`src/hdl/itrd_pkg.sv`:
```
// Shared widths, limits and the digit-to-ASCII mapping for the radix digit converter.
`default_nettype none

package itrd_pkg;

    // Field widths of the request and result channels.
    localparam int VALUE_W = 64;
    localparam int RADIX_W = 6;
    localparam int CHAR_W  = 7;
    localparam int DIGIT_W = 6;

    // Default sizing of the converter.
    localparam int DIGIT_SLOTS_DEF = 64;
    localparam int VALUE_BITS_DEF  = 64;

    // Legal number bases.
    localparam logic [RADIX_W-1:0] RADIX_MIN = 6'd2;
    localparam logic [RADIX_W-1:0] RADIX_MAX = 6'd36;

    // ASCII codes used to build characters.
    localparam logic [CHAR_W-1:0] CHAR_ZERO  = 7'h30;
    localparam logic [CHAR_W-1:0] CHAR_LOW_A = 7'h61;
    localparam logic [CHAR_W-1:0] CHAR_NONE  = 7'h00;
    localparam logic [DIGIT_W-1:0] DECIMAL_DIGITS = 6'd10;

    // Map a digit value to its lower-case ASCII character.
    function automatic logic [CHAR_W-1:0] digit_to_char(input logic [DIGIT_W-1:0] d);
        logic [CHAR_W-1:0] c;
        if (d < DECIMAL_DIGITS) begin
            c = CHAR_ZERO + {1'b0, d};
        end else if (d <= RADIX_MAX - 6'd1) begin
            c = CHAR_LOW_A + {1'b0, d - DECIMAL_DIGITS};
        end else begin
            c = CHAR_ZERO;
        end
        return c;
    endfunction

endpackage

`default_nettype wire

```
`src/hdl/itrd_if.sv`:
```
// Valid/ready channel interfaces for conversion requests and character results.
`default_nettype none

interface itrd_in_if;
    logic                               valid;
    logic                               ready;
    logic [itrd_pkg::VALUE_W-1:0]       value;
    logic [itrd_pkg::RADIX_W-1:0]       radix;

    modport source (output valid, output value, output radix, input ready);
    modport sink   (input valid, input value, input radix, output ready);
endinterface

interface itrd_out_if;
    logic                               valid;
    logic                               ready;
    logic [itrd_pkg::CHAR_W-1:0]        character;
    logic                               last;
    logic                               bad_radix;

    modport source (output valid, output character, output last, output bad_radix,
                    input ready);
    modport sink   (input valid, input character, input last, input bad_radix,
                    output ready);
endinterface

`default_nettype wire

```
`src/hdl/itrd_ram.sv`:
```
// Generic single-port-write, single-port-read RAM with registered read data.
`default_nettype none

module itrd_ram #(
    parameter int WIDTH = 8,
    parameter int DEPTH = 64
) (
    input  wire logic                     i_clk,
    input  wire logic                     i_wr_en,
    input  wire logic [$clog2(DEPTH)-1:0] i_wr_addr,
    input  wire logic [WIDTH-1:0]         i_wr_data,
    input  wire logic                     i_rd_en,
    input  wire logic [$clog2(DEPTH)-1:0] i_rd_addr,
    output logic      [WIDTH-1:0]         o_rd_data
);

    logic [WIDTH-1:0] r_mem [DEPTH];

    // Write port and registered read port.
    always_ff @(posedge i_clk) begin
        if (i_wr_en) begin
            r_mem[i_wr_addr] <= i_wr_data;
        end
        if (i_rd_en) begin
            o_rd_data <= r_mem[i_rd_addr];
        end
    end

endmodule

`default_nettype wire

```
`src/hdl/integer_to_radix_digits_core.sv`:
```
// Top level: converts an unsigned value to lower-case ASCII digits in a given base.
//
//  Channel  Direction  Payload                        Handshake
//  i_req    in         value[63:0], radix[5:0]        valid/ready, sink
//  o_rsp    out        character[6:0], last, bad_radix valid/ready, source
//
// A nonzero value with a legal base is divided one digit at a time in the shared
// bit-serial divider; each character then passes the RAM read, load and hand-over
// states, and the sink can stall the hand-over.
// A zero value or an illegal base gives one character. One request is in flight at a time:
// i_req.ready is high only when idle. Reset is synchronous and active low; the digit
// RAM needs no clearing because only entries written by the current request are read.
`default_nettype none

module integer_to_radix_digits_core #(
    parameter int DIGIT_SLOTS = itrd_pkg::DIGIT_SLOTS_DEF,
    parameter int VALUE_BITS  = itrd_pkg::VALUE_BITS_DEF
) (
    input  wire logic   i_clk,
    input  wire logic   i_rst_n,
    itrd_in_if.sink     i_req,
    itrd_out_if.source  o_rsp
);

    localparam int IDX_W = $clog2(DIGIT_SLOTS);
    localparam int CNT_W = $clog2(DIGIT_SLOTS + 1);
    localparam int BIT_W = $clog2(VALUE_BITS);
    localparam int DW    = itrd_pkg::DIGIT_W;

    typedef enum logic [4:0] {
        S_IDLE = 5'b00001,
        S_DIV  = 5'b00010,
        S_READ = 5'b00100,
        S_LOAD = 5'b01000,
        S_EMIT = 5'b10000
    } t_state;

    t_state                          r_state, n_state;
    logic [VALUE_BITS-1:0]           r_quo, n_quo;
    logic [DW-1:0]                   r_rem, n_rem;
    logic [itrd_pkg::RADIX_W-1:0]    r_radix, n_radix;
    logic [BIT_W-1:0]                r_bit, n_bit;
    logic [CNT_W-1:0]                r_cnt, n_cnt;
    logic [IDX_W-1:0]                r_ptr, n_ptr;
    logic                            r_out_valid, n_out_valid;
    logic [itrd_pkg::CHAR_W-1:0]     r_out_char, n_out_char;
    logic                            r_out_last, n_out_last;
    logic                            r_out_bad, n_out_bad;

    logic [VALUE_BITS-1:0]           req_value;
    logic                            radix_ok;
    logic [DW:0]                     trial;
    logic [DW:0]                     diff;
    logic                            quo_bit;
    logic [DW-1:0]                   rem_step;
    logic [VALUE_BITS-1:0]           quo_step;
    logic [CNT_W-1:0]                cnt_inc;

    logic                            ram_wr_en;
    logic                            ram_rd_en;
    logic [DW-1:0]                   ram_rd_data;

    // Request decode.
    assign req_value = i_req.value[VALUE_BITS-1:0];
    assign radix_ok  = i_req.radix inside {[itrd_pkg::RADIX_MIN : itrd_pkg::RADIX_MAX]};

    // One restoring division step: shift in the next dividend bit, subtract if it fits.
    assign trial    = {r_rem, r_quo[VALUE_BITS-1]};
    assign diff     = trial - {1'b0, r_radix};
    assign quo_bit  = (trial >= {1'b0, r_radix});
    assign rem_step = quo_bit ? diff[DW-1:0] : trial[DW-1:0];
    assign quo_step = {r_quo[VALUE_BITS-2:0], quo_bit};
    assign cnt_inc  = r_cnt + CNT_W'(1);

    // The remainder of each finished digit goes into the RAM at the digit count.
    assign ram_wr_en = (r_state == S_DIV) && (r_bit == '0);
    assign ram_rd_en = (r_state == S_READ);

    itrd_ram #(
        .WIDTH (DW),
        .DEPTH (DIGIT_SLOTS)
    ) u_digit_ram (
        .i_clk     (i_clk),
        .i_wr_en   (ram_wr_en),
        .i_wr_addr (r_cnt[IDX_W-1:0]),
        .i_wr_data (rem_step),
        .i_rd_en   (ram_rd_en),
        .i_rd_addr (r_ptr),
        .o_rd_data (ram_rd_data)
    );

    // Sequencer.
    always_comb begin
        n_state     = r_state;
        n_quo       = r_quo;
        n_rem       = r_rem;
        n_radix     = r_radix;
        n_bit       = r_bit;
        n_cnt       = r_cnt;
        n_ptr       = r_ptr;
        n_out_valid = r_out_valid;
        n_out_char  = r_out_char;
        n_out_last  = r_out_last;
        n_out_bad   = r_out_bad;

        case (r_state)
            S_IDLE: begin
                if (i_req.valid) begin
                    n_quo   = req_value;
                    n_rem   = '0;
                    n_radix = i_req.radix;
                    n_bit   = BIT_W'(VALUE_BITS - 1);
                    n_cnt   = '0;
                    if (req_value == '0) begin
                        // Zero converts to the single character '0'.
                        n_out_valid = 1'b1;
                        n_out_char  = itrd_pkg::CHAR_ZERO;
                        n_out_last  = 1'b1;
                        n_out_bad   = 1'b0;
                        n_state     = S_EMIT;
                    end else if (!radix_ok) begin
                        n_out_valid = 1'b1;
                        n_out_char  = itrd_pkg::CHAR_NONE;
                        n_out_last  = 1'b1;
                        n_out_bad   = 1'b1;
                        n_state     = S_EMIT;
                    end else begin
                        n_state = S_DIV;
                    end
                end
            end
            S_DIV: begin
                n_quo = quo_step;
                n_rem = rem_step;
                n_bit = r_bit - BIT_W'(1);
                if (r_bit == '0) begin
                    // Digit done: stop when the quotient is zero or the store is full.
                    n_cnt = cnt_inc;
                    n_rem = '0;
                    n_bit = BIT_W'(VALUE_BITS - 1);
                    if ((quo_step == '0) || (cnt_inc == CNT_W'(DIGIT_SLOTS))) begin
                        n_ptr   = r_cnt[IDX_W-1:0];
                        n_state = S_READ;
                    end
                end
            end
            S_READ: begin
                n_state = S_LOAD;
            end
            S_LOAD: begin
                n_out_valid = 1'b1;
                n_out_char  = itrd_pkg::digit_to_char(ram_rd_data);
                n_out_last  = (r_ptr == '0);
                n_out_bad   = 1'b0;
                n_state     = S_EMIT;
            end
            S_EMIT: begin
                if (o_rsp.ready) begin
                    n_out_valid = 1'b0;
                    if (r_out_last) begin
                        n_state = S_IDLE;
                    end else begin
                        n_ptr   = r_ptr - IDX_W'(1);
                        n_state = S_READ;
                    end
                end
            end
            default: begin
                n_state     = S_IDLE;
                n_out_valid = 1'b0;
            end
        endcase
    end

    // Control registers.
    always_ff @(posedge i_clk) begin
        if (!i_rst_n) begin
            r_state     <= S_IDLE;
            r_out_valid <= 1'b0;
            r_cnt       <= '0;
            r_rem       <= '0;
            r_quo       <= '0;
        end else begin
            r_state     <= n_state;
            r_out_valid <= n_out_valid;
            r_cnt       <= n_cnt;
            r_rem       <= n_rem;
            r_quo       <= n_quo;
        end
    end

    // Datapath and result payload registers.
    always_ff @(posedge i_clk) begin
        r_radix    <= n_radix;
        r_bit      <= n_bit;
        r_ptr      <= n_ptr;
        r_out_char <= n_out_char;
        r_out_last <= n_out_last;
        r_out_bad  <= n_out_bad;
    end

    // Channel outputs.
    assign i_req.ready     = (r_state == S_IDLE);
    assign o_rsp.valid     = r_out_valid;
    assign o_rsp.character = r_out_char;
    assign o_rsp.last      = r_out_last;
    assign o_rsp.bad_radix = r_out_bad;

endmodule

`default_nettype wire
```
`src/flat_wrapper.sv`:
```
// flat-port wrapper written by rule: the top's interface ports become plain ports
module integer_to_radix_digits_core_flat 
#(
    parameter int DIGIT_SLOTS = itrd_pkg::DIGIT_SLOTS_DEF,
    parameter int VALUE_BITS  = itrd_pkg::VALUE_BITS_DEF
)
  (i_clk, i_rst_n, i_req_valid, i_req_value, i_req_radix, i_req_ready, o_rsp_valid, o_rsp_character, o_rsp_last, o_rsp_bad_radix, o_rsp_ready);
  itrd_in_if i_req_i ();
  itrd_out_if o_rsp_i ();
  input  wire logic i_clk;
  input  wire logic i_rst_n;
  input wire logic [$bits(i_req_i.valid)-1:0] i_req_valid;
  input wire logic [$bits(i_req_i.value)-1:0] i_req_value;
  input wire logic [$bits(i_req_i.radix)-1:0] i_req_radix;
  output wire logic [$bits(i_req_i.ready)-1:0] i_req_ready;
  output wire logic [$bits(o_rsp_i.valid)-1:0] o_rsp_valid;
  output wire logic [$bits(o_rsp_i.character)-1:0] o_rsp_character;
  output wire logic [$bits(o_rsp_i.last)-1:0] o_rsp_last;
  output wire logic [$bits(o_rsp_i.bad_radix)-1:0] o_rsp_bad_radix;
  input wire logic [$bits(o_rsp_i.ready)-1:0] o_rsp_ready;
  assign i_req_i.valid = i_req_valid;
  assign i_req_i.value = i_req_value;
  assign i_req_i.radix = i_req_radix;
  assign i_req_ready = i_req_i.ready;
  assign o_rsp_valid = o_rsp_i.valid;
  assign o_rsp_character = o_rsp_i.character;
  assign o_rsp_last = o_rsp_i.last;
  assign o_rsp_bad_radix = o_rsp_i.bad_radix;
  assign o_rsp_i.ready = o_rsp_ready;
  integer_to_radix_digits_core #(.DIGIT_SLOTS(DIGIT_SLOTS), .VALUE_BITS(VALUE_BITS)) u_core (.i_clk(i_clk), .i_rst_n(i_rst_n), .i_req(i_req_i), .o_rsp(o_rsp_i));
endmodule
```
`config.mk`:
```
export PLATFORM = sky130hd
export DESIGN_NAME = integer_to_radix_digits_core_flat
export DESIGN_NICKNAME = d
export VERILOG_FILES = /design/src/hdl/itrd_pkg.sv /design/src/hdl/itrd_if.sv /design/src/hdl/itrd_ram.sv /design/src/hdl/integer_to_radix_digits_core.sv /design/src/flat_wrapper.sv
export SDC_FILE = /design/constraint.sdc
export NUM_CORES = 1
export LEC_CHECK = 0
export BUFFER_PORTS_ARGS = -buffer_cell sky130_fd_sc_hd__clkbuf_2
export CAP_MARGIN = 20
export CORE_ASPECT_RATIO = 0.9
export CORE_MARGIN = 3
export CORE_UTILIZATION = 25
export DETAILED_ROUTE_END_ITERATION = 16
export SYNTH_ARGS = -nofsm -noshare
export SYNTH_HDL_FRONTEND = slang
export SYNTH_SLANG_ARGS = --single-unit
```
`constraint.sdc`:
```
create_clock -name i_clk -period 10.7 [get_ports i_clk]
set_clock_uncertainty 0.15 [all_clocks]
set_input_delay 1.605 -clock i_clk [delete_from_list [all_inputs] [get_ports i_clk]]
set_output_delay 1.605 -clock i_clk [all_outputs]
set_load 0.02 [all_outputs]
```
# [Yosys cells after proc, flatten, opt, wreduce, memory -nomap -nowiden]
# Memory sizes are Yosys's and may differ from the RTL's. A register that Yosys moved wholly into a read port is not among the register bits.
# Index checks and enable logic that the tools add are counted.
[classes] n_addsub=7 n_eq_ne=12 reduce_logical=18 mux=42 n_bitwise=1 magnitude_cmp=5
[op_table] op="logical NOT 64 bit" count=2
[op_table] op="case mux 64 bit (2 select lines)" count=1
[op_table] op="2-to-1 mux 64 bit" count=1
[op_table] op="2-to-1 mux 6 bit" count=9
[op_table] op="2-to-1 mux 7 bit" count=7
[op_table] op="case mux 6 bit (2 select lines)" count=3
[op_table] op="2-to-1 mux 5 bit" count=6
[op_table] op="case mux 7 bit (2 select lines)" count=2
[op_table] op="case mux 5 bit (5 select lines)" count=1
[op_table] op="<= comparator 6 bit (second input constant)" count=2
[op_table] op="logical NOT 6 bit" count=2
[op_table] op="subtractor 6 x 1 -> 6 bit (second input constant)" count=2
[op_table] op="inequality test 2 bit (second input constant)" count=5
[op_table] op="2-to-1 mux 1 bit" count=8
[op_table] op="AND reduction 4 bit" count=2
[op_table] op="adder 6 x 6 -> 7 bit (first input constant)" count=1
[op_table] op="adder 7 x 1 -> 7 bit (second input constant)" count=1
[op_table] op="adder 7 x 6 -> 7 bit (first input constant)" count=1
[op_table] op="equality test 7 bit (second input constant)" count=1
[op_table] op="greater-or-equal comparator 7 x 6 -> 1 bit" count=1
[op_table] op="greater-or-equal comparator 6 x 2 -> 1 bit (second input constant)" count=1
[op_table] op="less-than comparator 6 x 4 -> 1 bit (second input constant)" count=1
[op_table] op="AND reduction 3 bit" count=2
[op_table] op="nonzero test 2 bit" count=3
[op_table] op="other kinds (17)" count=20
[totals] memories=1 reg_bits=110 mem_bits_rw=384 out_inout_bits=11
[memory_table] memory="u_core.u_digit_ram.r_mem" words=64 width=6 rd=1 rd_clocked_by_memory_dff=1 wr=1 line="itrd_ram.sv:17" rtl="logic [WIDTH-1:0] r_mem [DEPTH];"

# [Longest topological paths before layout]
# Gate-level depths: netlist (run 1).
[depth] depth_word=6 mapped_depth=11 depth_no_buf=9

# [Cells and area by module]
# A second synthesis (run 1) with hierarchy kept.
[hier_totals] cells_unflattened=1367 area_unflattened_um2=21300.4
[by_module_without_submodules] module="itrd_ram" area_each_um2=15285.9 instances=1 cells_each=720
[by_module_without_submodules] module="integer_to_radix_digits_core" area_each_um2=6014.5 instances=1 cells_each=647

# [Worst setup path before layout (run 1)]
# Ideal clock, no wire load.
[synth_path] path_kind="reg-to-reg" from="register u_core.r_radix[2] (netlist bit)" to="memory u_core.u_digit_ram.r_mem[0][3] (netlist bit) (data pin)" t_required_ns=9.821 arrival_time_ns=4.089 stages_incl_launch_ff=7 period_less_slack_ns=4.969 slack_ns=5.731 path_cell_list="edfxtp_1 > inv_1 > ha_1 > nand2_1 > o21ai_0 > a41oi_1 > o31ai_1"
[synth_via] elab_chain_len=2 word_cells_on_any_way=3
[synth_rtl] element="from (decl)" line="integer_to_radix_digits_core.sv:41" rtl="logic [itrd_pkg::RADIX_W-1:0] r_radix, n_radix;"
[synth_rtl] element="from (signal assigned)" line="integer_to_radix_digits_core.sv:194" rtl="r_radix <= n_radix;"
[synth_rtl] element="subtractor 6 bit or greater-or-equal comparator 7 x 6 -> 1 bit (tied branches)" line="integer_to_radix_digits_core.sv:69, integer_to_radix_digits_core.sv:70"
[synth_rtl] element="2-to-1 mux 6 bit *" line="integer_to_radix_digits_core.sv:71" rtl="assign rem_step = quo_bit ? diff[DW-1:0] : trial[DW-1:0];"
[synth_rtl] element="named net u_core.rem_step[3]" line="integer_to_radix_digits_core.sv:55" rtl="logic [DW-1:0] rem_step;"
[synth_rtl] element="to (decl)" line="itrd_ram.sv:17"
# The timed path passes the listed nets; every way through them passes the cells marked *.

# [Worst setup path after layout (run 1)]
[layout_path] from="input port i_req_value[21]" to="register u_core.r_out_char (netlist bit u_core.o_rsp.character[1]), enable pin"
[layout_via] elab_chain_len=3
[layout_rtl] element="from (decl)" line="flat_wrapper.sv:13" rtl="input wire logic [$bits(i_req_i.value)-1:0] i_req_value;"
[layout_rtl] element="logical NOT 64 bit" line="integer_to_radix_digits_core.sv:114" rtl="if (req_value == '0) begin"
[layout_rtl] element="inequality test 3 bit (no line)"
[layout_rtl] element="AND reduction 3 bit (no line)"
[layout_rtl] element="to (signal assigned)" line="integer_to_radix_digits_core.sv:197" rtl="r_out_char <= n_out_char;"
[layout_rtl] element="to (decl)" line="integer_to_radix_digits_core.sv:46" rtl="logic [itrd_pkg::CHAR_W-1:0] r_out_char, n_out_char;"
# Every way passes these cells.
# A chain may end at the register's enable or synchronous reset.

==> results.md, run 1 <==
Outcome:
- The run finished with clean final reports.

Synthesis:
- The proportion of synthesized chip area in sequential cells is 67.49%.
- The average instance area after synthesis is approximately 16 um^2.
- The cell area after synthesis is approximately 21,000 um^2.
- The post-synthesis sequential element count is 500.
- Of all flip-flops after synthesis, the portion carrying an async set or reset was 0%.
- Yosys printed 0 warnings.
- The number of instances in the synthesized netlist is roughly 1,300.
- Counting every net in the synthesized netlist gives approximately 1,400.
- For this run, the leading register cell type out of synthesis is sky130_fd_sc_hd__edfxtp_1.
- The synthesized design contains ~420 enable-type register cells.
- After synthesis, the netlist uses 67 different library cells.

Drt:
- The total routed wirelength is 48,530 um.
- The routed wire length per instance is 18.94 um.
- The number of DRC violations after detailed-routing iteration 0 is 1,132.
- The count of nets left with antenna violations once routing finished came out at 0.
- After detailed routing, the number of remaining DRC violations is 0.
- Summing over every cut layer, the via total after detailed routing is 12,040.
- For this run, the detailed router's first-pass iteration total came to 5.
- In the routed layout, each cell is associated on average with a via count of between 4 and 5.

STA:
- The number of pins with negative max-slew slack in the final report is 0.
- Setup repair after global routing left no endpoint under its margin.
- Dividing the final minimum period by the clock period gives 39.60%.
- Measured against its own limit, the worst slew margin works out to 28.96%.
- The shortest clock period the worst path allows after layout is 4237 ps.
- The pin slew with the least headroom to its limit is 1056 ps.
- The number of hold violations in the final report is 0.
- Static timing analysis puts the maximum clock frequency at 236.0 MHz.
- The setup violation total in the final timing report is 0.
- The total negative slack is 0 ps.

Cells and area:
- The post-route netlist has about a fifth of its cells at a drive strength greater than 1.
- The net total in the final layout is roughly 1,500.
- The number of filler cells placed in the layout is 8,176.
- The final cell utilization of the core is 29.17%.
- The area overhead of the layout relative to synthesis is 15.14%.

Floorplanning:
- The standard cell core area is a little over 80,000 um^2.
- The overall die area is about 90,000 um^2.
- The vertical die dimension is about 280 um.
- Once the floorplan was initialized, standard cells occupied about a quarter of the core.
- The number of rows created at floorplan is 100.
- The floorplan step set the die width to 311.6 um.
- The count of boundary I/O pins is 85.

Setup path:
- The endpoint required time on the critical path is between 10,000 and 15,000 ps.
- The highest fanout seen on the critical path is 10.
- The worst setup path is launched from an input pin.
- The setup path with the least slack is of type input pin to flip-flop.
- The arrival time at the worst endpoint is between 4000 and 5000 ps.
- STA classifies the critical path endpoint as a flip-flop.

Global route:
- In the global route stage, met2 resource usage came out at between 10% and 20%.
- The first global-routing pass estimated ~74,000 um of wire.
- The remaining global-route overflow is 0.
- The initial antenna violation count was 1.
- Entering global routing, the biggest net connects a little over 100 pins.
- The met1 track utilization from global routing is between 10% and 20%.
- The highest-utilization routing layer at the global route stage is met2.
- The global-route usage over all layers is 10.76%.
- The via count of the first global-routing pass is between 10,000 and 15,000.
- For met3 alone, demand over resource in global routing was under 10%.

Power:
- The total power draw is about 4.2 mW.
- The leakage power figure is between 7 and 8 nW.
- Summed over all nets, the switching power comes to ~0.95 mW.
- The total power density per cell area is ~180 nW/um^2.
- The clock network fraction of design power is between 40% and 50%.
- Cell internal power was estimated by the tool at between 3 and 4 mW.
- Across the VDD grid, the largest voltage drop is 0.0001090 V.
- Net switching is between 20% and 30% of the power.
- Of the total power, combinational logic draws approximately 7%.
- The part of the total power dissipated in sequential elements is a little over half.

Clock network:
- Clock tree synthesis selected as its root buffer the cell sky130_fd_sc_hd__clkbuf_16.
- TritonCTS built the clock tree.
- The number of clock sinks is 500.
- Clock-pin slew was measured on the worst setup and hold paths at 60 ps.
- The number of hold buffers added after cts is 0.
- The insertion delay to the later sink of the worst-skew pair is approximately 570 ps.
- The maximum clock insertion buffer count is 3.
- The H-tree level count is 2.
- Clock tree synthesis inserted a total of 48 buffers.
- In this run the post-CTS setup repair buffer count came out at 0.
- The post-cts repair resize count is 0.

Placed design:
- Detailed placement finished with a half-perimeter wire length of between 30,000 and 40,000 um.
- At the end of routability-driven placement, the weighted congestion stood at approximately 0.84.
- During placement, the flow inserted port buffers numbering 84.

Job:
- The number of violations of the max-capacitance limit is 0.

Worst hold path:
- The min-delay analysis places its worst path in the category flip-flop to flip-flop.
==> per-stage QoR <==
stage | hold slack, ps | cells | instance area (um^2) | setup WS [ps]
after floorplan | 336.4 | 1336 | 21020 | 5731
after global placement | 350.6 | 2470 | 22570 | 5543
after detailed placement | 360.5 | 2470 | 22570 | 5327
after CTS | 371.3 | 2559 | 24180 | 5917
after global routing | 392.1 | 2562 | 24200 | 6316
final | 359.4 | 2562 | 24200 | 6463
==> cells in the mapped netlist (4+ instances only) <==
master | number | area [um^2]
sky130_fd_sc_hd__nor2_1 | 156 | 585.6
sky130_fd_sc_hd__ha_1 | 17 | 212.7
sky130_fd_sc_hd__or3b_2 | 4 | 35.03
sky130_fd_sc_hd__buf_2 | 7 | 35.03
sky130_fd_sc_hd__nand2b_1 | 5 | 31.28
sky130_fd_sc_hd__a22o_1 | 11 | 96.34
sky130_fd_sc_hd__o21ai_0 | 19 | 95.09
sky130_fd_sc_hd__a22oi_1 | 31 | 232.7
sky130_fd_sc_hd__o221ai_1 | 5 | 43.79
sky130_fd_sc_hd__o21a_1 | 6 | 45.04
sky130_fd_sc_hd__buf_12 | 5 | 100.1
sky130_fd_sc_hd__nor3_1 | 11 | 55.05
sky130_fd_sc_hd__nand3_1 | 6 | 30.03
sky130_fd_sc_hd__nor4_1 | 34 | 212.7
sky130_fd_sc_hd__nand4_1 | 8 | 50.05
sky130_fd_sc_hd__dfxtp_1 | 83 | 1662
sky130_fd_sc_hd__a221oi_1 | 9 | 78.83
sky130_fd_sc_hd__or3_1 | 9 | 56.30
sky130_fd_sc_hd__inv_1 | 22 | 82.58
sky130_fd_sc_hd__mux2i_1 | 65 | 650.6
sky130_fd_sc_hd__and3_1 | 5 | 31.28
sky130_fd_sc_hd__and2_1 | 8 | 50.05
sky130_fd_sc_hd__a21oi_1 | 22 | 110.1
sky130_fd_sc_hd__nor2b_1 | 10 | 62.56
sky130_fd_sc_hd__buf_1 | 4 | 15.01
sky130_fd_sc_hd__xnor2_1 | 12 | 105.1
sky130_fd_sc_hd__clkbuf_1 | 65 | 244.0
sky130_fd_sc_hd__nand2_1 | 44 | 165.2
sky130_fd_sc_hd__nand3b_1 | 8 | 60.06
sky130_fd_sc_hd__edfxtp_1 | 417 | 12520
sky130_fd_sc_hd__xor2_1 | 6 | 52.55
sky130_fd_sc_hd__buf_4 | 6 | 45.04
sky130_fd_sc_hd__a211oi_1 | 65 | 488.0
sky130_fd_sc_hd__mux4_2 | 98 | 2207
==> final timing paths <==
check | slack (ps) | depth (start not counted) | startpoint | endpoint
worst max-delay path | 6460 | 7 | i_req_value[21] | u_core.o_rsp.character[1]$_SDFFCE_PP0P_
worst min-delay path | 360 | 1 | u_core.o_rsp.valid$_SDFFE_PN0P_ | u_core.o_rsp.valid$_SDFFE_PN0P_
worst max register to register | 6920 | 7 | u_core.r_bit[0]$_SDFFCE_PP1P_ | u_core.u_digit_ram.r_mem[26][2]$_DFFE_PP_
worst min register to register | 360 | 1 | u_core.o_rsp.valid$_SDFFE_PN0P_ | u_core.o_rsp.valid$_SDFFE_PN0P_
==> worst max-delay path: stages <==
cell and delay [ps]:
sky130_fd_sc_hd__clkbuf_2 100, sky130_fd_sc_hd__nor4_1 900, sky130_fd_sc_hd__nand4_1 190, sky130_fd_sc_hd__nor4_1 360
sky130_fd_sc_hd__buf_2 260, sky130_fd_sc_hd__a2111oi_2 70, sky130_fd_sc_hd__a21oi_1 770
==> registers in the layout, summed over array words and instances (netlist names) <==
signal / cells
u_core.o_rsp.bad_radix: 1
u_core.o_rsp.character: 7
u_core.o_rsp.last: 1
u_core.o_rsp.valid: 1
u_core.r_bit: 6
u_core.r_cnt: 7
u_core.r_ptr: 6
u_core.r_quo: 64
u_core.r_radix: 6
u_core.r_rem: 6
u_core.r_state: 5
u_core.u_digit_ram.o_rd_data: 6
u_core.u_digit_ram.r_mem: 384
==> cells in the final DEF (no fill, tap or decap), types with 31 or more instances in the layout <==
cell	n
sky130_fd_sc_hd__edfxtp_1	417
sky130_fd_sc_hd__nor2_1	156
sky130_fd_sc_hd__mux4_2	98
sky130_fd_sc_hd__clkbuf_2	84
sky130_fd_sc_hd__dfxtp_1	83
sky130_fd_sc_hd__a211oi_1	65
sky130_fd_sc_hd__mux2i_1	63
sky130_fd_sc_hd__clkbuf_16	50
sky130_fd_sc_hd__nand2_1	44
sky130_fd_sc_hd__nor4_1	34
sky130_fd_sc_hd__a22oi_1	31
==> cell type report <==
cell class / count / area (um^2) / area share (%)
sequential: 500 / 14180 / 58.62
multi-input combinational: 722 / 6330 / 26.16
tap: 1122 / 1404 / 5.802
clock buffer: 68 / 1359 / 5.616
timing repair buffer: 103 / 576.8 / 2.384
clock inverter: 21 / 245.2 / 1.013
inverter: 25 / 96.34 / 0.3982
antenna: 1 / 2.502 / 0.01034
==> kinds of logic (layout without fill, tap and decap cells) <==
kind of cell	count (synthesis)	in the layout	share of synthesized area, %
DFF	500	500	67.49
and+or+nand+nor	323	323	7.389
AOI/OAI and AO/OA	197	197	6.853
muxes	165	165	13.71
buffers and inverters	114	217	2.655
adders and majority gates	19	19	1.155
xor gates and xnor gates	18	18	0.7502
other	0	1	0
==> metal layers <==
metal / routed length, um / share of wire (%)
met1: 22430 / 46
met2: 22330 / 46
met3: 2928 / 6.0
met4: 852 / 1.8
met5: 0 / 0
==> power by group through the flow <==
| stage | Sequential, mW | Combinational, mW | Clock [mW] |
|---|---|---|---|
| 2_1_floorplan | 2.24 | 0.225 | 0 |
| 3_3_place_gp | 2.25 | 0.291 | 0 |
| 3_5_place_dp | 2.25 | 0.299 | 0 |
| 4_1_cts | 2.21 | 0.300 | 1.76 |
| 5_1_grt | 2.22 | 0.328 | 1.84 |
| 6_report | 2.21 | 0.298 | 1.73 |
Power figures use the tool's default switching activity.
==> run 2: changes to the inputs <==
==> constraint.sdc (replaced) <==
create_clock -name i_clk -period 4.3 [get_ports i_clk]
set_clock_uncertainty 0.15 [all_clocks]
set_input_delay 0.645 -clock i_clk [delete_from_list [all_inputs] [get_ports i_clk]]
set_output_delay 0.645 -clock i_clk [all_outputs]
set_load 0.02 [all_outputs]
==> run 2 against run 1 <==
Against the previous run:
- register-to-register slack got worse by 6100 ps
- total power increased to 2.5 times the previous value
- non-clock buffer count increased by 8
- cell count increased by 0.12%
- global-route usage increased by 0.57 points
==> results.md, run 2 (synthesis results as in run 1) <==
Outcome:
- The flow ran to the end, and the final reports show no timing, DRC or antenna violations.

Clock network:
- The number of clock sinks is 500.
- The post-cts repair resize count is 0.
- TritonCTS built the clock tree.
- In this run the post-CTS setup repair buffer count came out at 0.
- The number of buffers created by CTS is between 40 and 50.
- Clock latency on the worst-skew pair, taken at its later pin, is about 570 ps.
- Hold repair after CTS inserted 0 buffers.
- The tree is rooted in a sky130_fd_sc_hd__clkbuf_16.
- The clock-pin slew of the registers on the worst-case setup and hold paths is approximately 70 ps.
- In this run the deepest clock path goes through 3 buffers.
- The H-tree was split into 2 levels.

Power:
- Cell internal power was estimated by the tool at between 8 and 9 mW.
- Sequential cells account for 51.1% of the total power.
- The worst-case IR drop observed on VDD is ~0.00029 V.
- For this design the static power due to leakage is 7.347 nW.
- The share of total power consumed by net switching is 22.36%.
- Per report_power, the clock group accounts for 41.5% of the total.
- The fraction of power consumed by combinational cells is under 10%.
- The completed layout was analyzed and its total power is 10.75 mW.
- Summed over all nets, the switching power comes to about 2.4 mW.
- For this design the ratio of total power to cell area is around 440 nW/um^2.

Floorplanning:
- The vertical die dimension is between 200 and 300 um.
- The number of rows created at floorplan is 100.
- In this run the horizontal extent of the chip is between 300 and 400 um.
- In this run the standard cell core region covers between 80,000 and 90,000 um^2.
- For this configuration, the core starts out at a cell density of between 20% and 30%.
- Pin placement for this block handled between 80 and 90 I/O pins.
- The overall die area is ~88,000 um^2.

STA:
- Headroom to the max-slew limit came out at 28.41%.
- The tightest hold path in the finished design has a slack of 119.6 ps.
- Based on the critical path, the design can be clocked at up to between 200 and 300 MHz.
- At the pin with the least slew margin, the transition time is approximately 1100 ps.
- The number of hold violations in the final report came to 0.
- Setup repair after global routing left no endpoint under its margin.
- The part of the cycle the worst path needs is approximately 80%.
- The shortest clock period the worst path allows after layout is 3433 ps.
- The number of pins with negative max-slew slack in the final report is 0.
- The setup violation total in the final timing report is 0.
- The final worst slack is between 800 and 900 ps.

Global route:
- The via count of the first global-routing pass is 12,250.
- For this run the aggregate overflow at the end of global routing stands at 0.
- Global routing used a little under an eighth of the available tracks across all layers.
- The initial antenna violation count is 0.
- The first global-routing pass estimated 77,400 um of wire.
- Entering global routing, the biggest net connects 89 pins.

Cells and area:
- The largest registers in the layout are u_core.u_digit_ram.r_mem: 384 flops, u_core.r_quo: 64 flops.
- The share of layout cells above drive strength 1 is a little over a fifth.
- 0 antenna diodes ended up in the layout.
- The area overhead of the layout relative to synthesis is 15.82%.
- The final cell utilization of the core is 29.34%.
- In the final design database the tool counted about 1,500 nets.
- The register with the most flip-flops in the final layout is u_core.u_digit_ram.r_mem.
- The register with the most flip-flops in the layout has 384 of them.
- Leaving out fill and tap cells, the most frequent cell in the layout is sky130_fd_sc_hd__edfxtp_1.
- In the layout the commonest cells are sky130_fd_sc_hd__edfxtp_1 (417), sky130_fd_sc_hd__nor2_1 (156), sky130_fd_sc_hd__mux4_2 (98), sky130_fd_sc_hd__clkbuf_2 (86), sky130_fd_sc_hd__dfxtp_1 (83).

Setup path:
- STA classifies the critical path endpoint as a flip-flop.
- For flop-to-flop paths, the worst setup slack is between 800 and 900 ps.
- In this run the worst path has a maximum fanout of 15.
- The startpoint of the lowest-slack register-to-register path is u_core.r_bit[0]$_SDFFCE_PP1P_.
- In this run the critical register-to-register path is captured at u_core.u_digit_ram.r_mem[10][0]$_DFFE_PP_.
- The worst setup path category is flip-flop to flip-flop.
- The worst register-to-register path has a depth of 7.
- STA puts the critical path data required time at around 4300 ps.
- Data on the critical path arrives at its endpoint at around 3500 ps.
- The worst setup path is launched from a flip-flop.

Job:
- The tool flagged a number of max-cap violations equal to 0.

Drt:
- The number of DRC violations after detailed-routing iteration 0 is 1,242.
- After detailed routing, the number of vias per cell comes to 4.815.
- After detailed routing, the number of remaining DRC violations is 0.
- The first TritonRoute pass finished after 5 iterations.
- After detailed routing, the total wire length is 50,830 um.
- The count of nets left with antenna violations once routing finished came out at 0.
- The routed wire length per instance is about 20 um.
- The total vias in the final route is between 10,000 and 15,000.

Worst hold path:
- The worst hold path belongs to the class input pin to flip-flop.
- The worst hold path terminates at u_core.r_radix[0]$_DFFE_PP_.
- The startpoint identified for the worst hold timing path is i_req_radix[0].
- The cell depth of the worst min-delay path is 1.

Placed design:
- The port buffer count is 84.
- Routability-driven placement finished with a final weighted congestion of 0.8194.
- Prior to clock tree synthesis, the placed netlist has a worst setup slack of 897.0 ps.
- The half-perimeter wire length after detailed placement is around 34,000 um.
==> run 2: cell count changes in the layout (fill, tap and decap cells not counted), sizes merged <==
cell	previous run	this run
diode	1	0
bufinv	5	8
buf	19	27
clkbuf	152	142
clkinvlp	1	2
clkinv	15	17
==> run 2: area by class of cell <==
cell class | count | area (um^2)
inverter | 25 | 96.34
multi-input combinational | 722 | 6330
timing repair buffer | 111 | 673.1
fill | 8134 | 58610
tap | 1122 | 1404
clock buffer | 58 | 1308
clock inverter | 27 | 346.6
sequential | 500 | 14180
==> run 2: worst max-delay path, stage by stage (launching register included) <==
cell and delay, ps:
sky130_fd_sc_hd__edfxtp_1 420, sky130_fd_sc_hd__inv_1 80, sky130_fd_sc_hd__ha_1 170, sky130_fd_sc_hd__or3b_1 380
sky130_fd_sc_hd__or3_1 530, sky130_fd_sc_hd__nor2_2 310, sky130_fd_sc_hd__nand3_1 450, sky130_fd_sc_hd__nor2_1 560
==> run 2: layer usage <==
metal / routed length (um) / vias up / track usage [%]
met1: 22660 / 6335 / 16.32
li1: - / 5435 / -
met4: 1080 / 0 / 2.546
met2: 23010 / 512 / 17.54
met5: 0 / - / 0
met3: 4069 / 68 / 2.404
==> run 2: how the worst max path moves through the flow <==
stage	start	endpoint	slack, ps	depth (start not counted)
after floorplan	u_core.r_radix[4]$_DFFE_PP_	u_core.u_digit_ram.r_mem[0][1]$_DFFE_PP_	-20	7
after global placement	u_core.r_bit[0]$_SDFFCE_PP1P_	u_core.u_digit_ram.r_mem[26][1]$_DFFE_PP_	920	7
after detailed placement	u_core.r_bit[0]$_SDFFCE_PP1P_	u_core.u_digit_ram.r_mem[10][4]$_DFFE_PP_	900	7
after CTS	u_core.r_bit[0]$_SDFFCE_PP1P_	u_core.u_digit_ram.r_mem[10][3]$_DFFE_PP_	860	7
after global routing	u_core.r_radix[2]$_DFFE_PP_	u_core.u_digit_ram.r_mem[16][0]$_DFFE_PP_	700	7
final	u_core.r_bit[0]$_SDFFCE_PP1P_	u_core.u_digit_ram.r_mem[10][0]$_DFFE_PP_	870	7
==> run 2: through the flow <==
step / cell area [um^2] / TNS (ps) / std cells
CTS: 24340 / 0 / 2565
finish: 24340 / 0 / 2565
detailed placement: 22690 / 0 / 2480
global placement: 22690 / 0 / 2480
global route: 24340 / 0 / 2565
floorplan: 21020 / -2528 / 1336
==> run 2: power groups by stage <==
stage / combinational, mW / clock (mW) / sequential (mW)
final: 0.789 / 4.46 / 5.49
after global routing: 0.868 / 4.73 / 5.51
after CTS: 0.794 / 4.53 / 5.49
after detailed placement: 0.792 / 0 / 5.60
after global placement: 0.775 / 0 / 5.59
after floorplan: 0.560 / 0 / 5.57
==> run 3: changes to the inputs <==
==> constraint.sdc (replaced) <==
create_clock -name i_clk -period 2.9 [get_ports i_clk]
set_clock_uncertainty 0.15 [all_clocks]
set_input_delay 0.435 -clock i_clk [delete_from_list [all_inputs] [get_ports i_clk]]
set_output_delay 0.435 -clock i_clk [all_outputs]
set_load 0.02 [all_outputs]
==> run 3 against run 2 <==
Against the previous run:
- first-iteration DRC count rose by 21%
- routed wire length rose by 7.2%
- utilization rose by 1.4 points
- via count rose by 3.5%
- register-to-register slack got worse by 720 ps
- largest cell class unchanged
==> results.md, run 3 (synthesis results as in run 1) <==
Outcome:
- The flow ran to the end, and the final reports show no timing, DRC or antenna violations.

Cells and area:
- In the final layout, the multi-input gates occupy 6360 um^2.
- In the final layout, flip-flops and latches occupy approximately 14,000 um^2.
- Leaving out fill and tap cells, the most frequent cells in the layout are sky130_fd_sc_hd__edfxtp_1 (417), sky130_fd_sc_hd__nor2_1 (156), sky130_fd_sc_hd__buf_4 (125), sky130_fd_sc_hd__mux4_2 (98), sky130_fd_sc_hd__clkbuf_2 (84).
- The finished cells cover around 26,000 um^2.
- The post-route netlist has roughly 27% of its cells at a drive strength greater than 1.
- The area overhead of the layout relative to synthesis is 21.36%.
- The count of cells in the finished layout, fillers not included, comes to 2,698.
- The number of filler cells placed in the layout is between 8,000 and 9,000.
- More flip-flops sit in one register than any other, and that register is u_core.u_digit_ram.r_mem.
- The largest registers in the layout are u_core.u_digit_ram.r_mem: 384 flops, u_core.r_quo: 64 flops.
- At the end of the flow, the number of nets in the layout was ~1,600.
- Leaving out fill and tap cells, the most frequent cell in the layout is sky130_fd_sc_hd__edfxtp_1.
- The number of flip-flops under the largest register name is roughly 380.
- The antenna diode instance count is 0.
- Once layout is complete, the utilization of the core stands at 30.75%.

Power:
- Across the VDD grid, the largest voltage drop is 0.0003944 V.
- The internal power component is roughly 12 mW.
- In this run, the clock network consumes 40.3% of the power.
- Sequential cells account for 51.8% of the total power.
- The fraction of power consumed by combinational cells is roughly 8%.
- In this run the static leakage power is 8.017 nW.
- Summed over all nets, the switching power comes to between 3 and 4 mW.
- Dividing total power by cell area gives a power density of between 600 and 700 nW/um^2.
- The share of total power consumed by net switching is 22.52%.

STA:
- The pin slew with the least headroom to its limit is around 900 ps.
- Headroom to the max-slew limit came out at between 30% and 40%.
- Setup repair after global routing left no endpoint under its margin.
- The number of pins with negative max-slew slack in the final report is 0.
- The total negative slack is 0 ps.
- The number of hold violations in the final report is 0.
- The setup violation total in the final timing report is 0.
- The shortest clock period the worst path allows after layout is 2753 ps.
- The part of the cycle the worst path needs is 94.93%.
- The maximum achievable frequency is about 360 MHz.

Setup path:
- On the critical path, the stage with the largest delay is an instance of sky130_fd_sc_hd__mux4_2.
- For the worst setup path, the data required time is between 3000 and 4000 ps.
- Traced cell by cell, the critical path runs through buf_12, buf_12, buf_4, mux4_2, a22o_1, a221oi_1, o221ai_1.
- On the critical path the largest part of the delay comes from compound AO/OA/AOI/OAI gates.
- The arrival time at the worst endpoint is about 2900 ps.
- For this run, the slowest stage of the critical path takes roughly 520 ps.
- The highest fanout seen on the critical path is 15.
- The category of the worst setup path capture point is a flip-flop.
- The most numerous cell on the critical path is sky130_fd_sc_hd__buf_12.
- The sum of buffers and inverters on the critical path is 3.
- The worst setup path category is flip-flop to flip-flop.
- The critical path launch point type is a flip-flop.

Placed design:
- Once placement completed, the tool counted placed cells totaling 2,600.
- The port buffer count is 84.
- The standard cell area after detailed placement is about 24,000 um^2.
- The half-perimeter wire length after detailed placement is between 30,000 and 40,000 um.
- The congestion estimate from routability-driven global placement came to approximately 0.8.

Floorplanning:
- The number of rows created at floorplan is 100.
- The overall die width is between 300 and 400 um.
- 85 I/O pins were placed.
- The vertical die dimension is between 200 and 300 um.
- The starting density of the core is 25.33%.
- The overall die area is between 80,000 and 90,000 um^2.
- The standard cell core area is ~83,000 um^2.

Clock network:
- TritonCTS built the clock tree.
- The number of buffers created by CTS is just under 50.
- For the worst-skew pair, the clock arrives at the later sink with an insertion delay of ~570 ps.
- Clock-pin slew was measured on the worst setup and hold paths at approximately 60 ps.
- The root cell of the clock tree is sky130_fd_sc_hd__clkbuf_16.
- The maximum clock insertion buffer count is 3.
- The H-tree level count is 2.
- The number of clock sinks is 500.
- The count of buffers added by post-CTS timing repair for setup is 0.

Job:
- The number of violations of the max-capacitance limit is 0.

Drt:
- The total vias in the final route is approximately 13,000.
- The detail-routed via count per cell is between 4 and 5.
- The routed wire length per instance is between 20 and 25 um.
- The number of iterations in the first detailed-routing pass is 5.
- The total routed wirelength is approximately 54,000 um.
- In the routed design, unresolved DRC markers number 0.
- The detailed router finished its first iteration with approximately 1,500 violations.
- The detail route stage leaves a number of antenna-violating nets equal to 0.

Global route:
- Entering global routing, the biggest net connects between 70 and 80 pins.
- The first global-routing pass estimated just over 80,000 um of wire.
- The via count of the first global-routing pass came to ~13,000.
- The global-route usage over all layers is between 10% and 20%.
- The remaining global-route overflow is 0.
- The initial antenna violation count is 0.

Worst hold path:
- The worst hold path belongs to the class input pin to flip-flop.
-- run 3: changes by cell type in the layout (fill, tap and decap cells not counted), moves of 3 or more --
cell and delta:
sky130_fd_sc_hd__buf_4 +102, sky130_fd_sc_hd__clkbuf_1 +13, sky130_fd_sc_hd__bufinv_16 -3, sky130_fd_sc_hd__buf_12 +18
sky130_fd_sc_hd__dlygate4sd3_1 +7, sky130_fd_sc_hd__clkinv_2 -3
-- run 3: stage by stage --
step | total power, mW | hold slack [ps] | setup slack [ps]
4_1_cts | 15.86 | 28.16 | 18.18
5_1_grt | 16.26 | 53.22 | 36.10
2_1_floorplan | 9.111 | 336.4 | 0.1392
6_report | 15.71 | 43.84 | 147.0
3_3_place_gp | 9.487 | 331.8 | 47.31
3_5_place_dp | 9.519 | 343.7 | 42.16
-- run 3: path summary, 6_finish.rpt --
| path | start | endpoint | slack, ps | cells past startpoint |
|---|---|---|---|---|
| worst min-delay path | i_req_value[48] | u_core.r_quo[48]$_SDFFE_PN0P_ | 40 | 3 |
| worst min register to register | u_core.o_rsp.valid$_SDFFE_PN0P_ | u_core.o_rsp.valid$_SDFFE_PN0P_ | 360 | 1 |
| worst max-delay path | u_core.r_ptr[0]$_DFFE_PP_ | u_core.u_digit_ram.o_rd_data[5]$_DFFE_PN_ | 150 | 7 |
| worst max register to register | u_core.r_ptr[0]$_DFFE_PP_ | u_core.u_digit_ram.o_rd_data[5]$_DFFE_PN_ | 150 | 7 |
-- run 3: power by group through the flow --
stage / registers, mW / logic [mW] / clock network (mW)
2_1_floorplan: 8.26 / 0.852 / 0
3_3_place_gp: 8.29 / 1.20 / 0
3_5_place_dp: 8.29 / 1.23 / 0
4_1_cts: 8.14 / 1.24 / 6.48
5_1_grt: 8.16 / 1.35 / 6.75
6_report: 8.14 / 1.23 / 6.33
-- run 3: cell type report --
class | count | share of cell area, %
Inverter | 25 | 0.3777
Tap cell | 1122 | 5.504
Timing Repair Buffer | 239 | 7.373
Sequential cell | 500 | 55.61
Multi-Input combinational cell | 722 | 24.94
Clock inverter | 23 | 0.9566
Clock buffer | 67 | 5.239
-- run 3: per-layer routing --
metal / up-vias / global-route usage [%] / wire [um]
li1: 5708 / - / -
met1: 6454 / 17.29 / 24560
met2: 548 / 19.04 / 24560
met3: 76 / 2.507 / 4262
met4: 0 / 2.667 / 1086
met5: - / 0.2165 / 0
-- run 3: timing repair --
action,4_1_cts,5_1_grt
hold buffers,7,0
gates resized for setup,0,4
endpoints found under the hold margin,7,0
endpoints found under the setup margin,0,274
-- run 3: worst min-delay path, stage by stage --
cell	delay, ps
sky130_fd_sc_hd__clkbuf_2	90
sky130_fd_sc_hd__mux2i_1	120
sky130_fd_sc_hd__a211oi_1	80
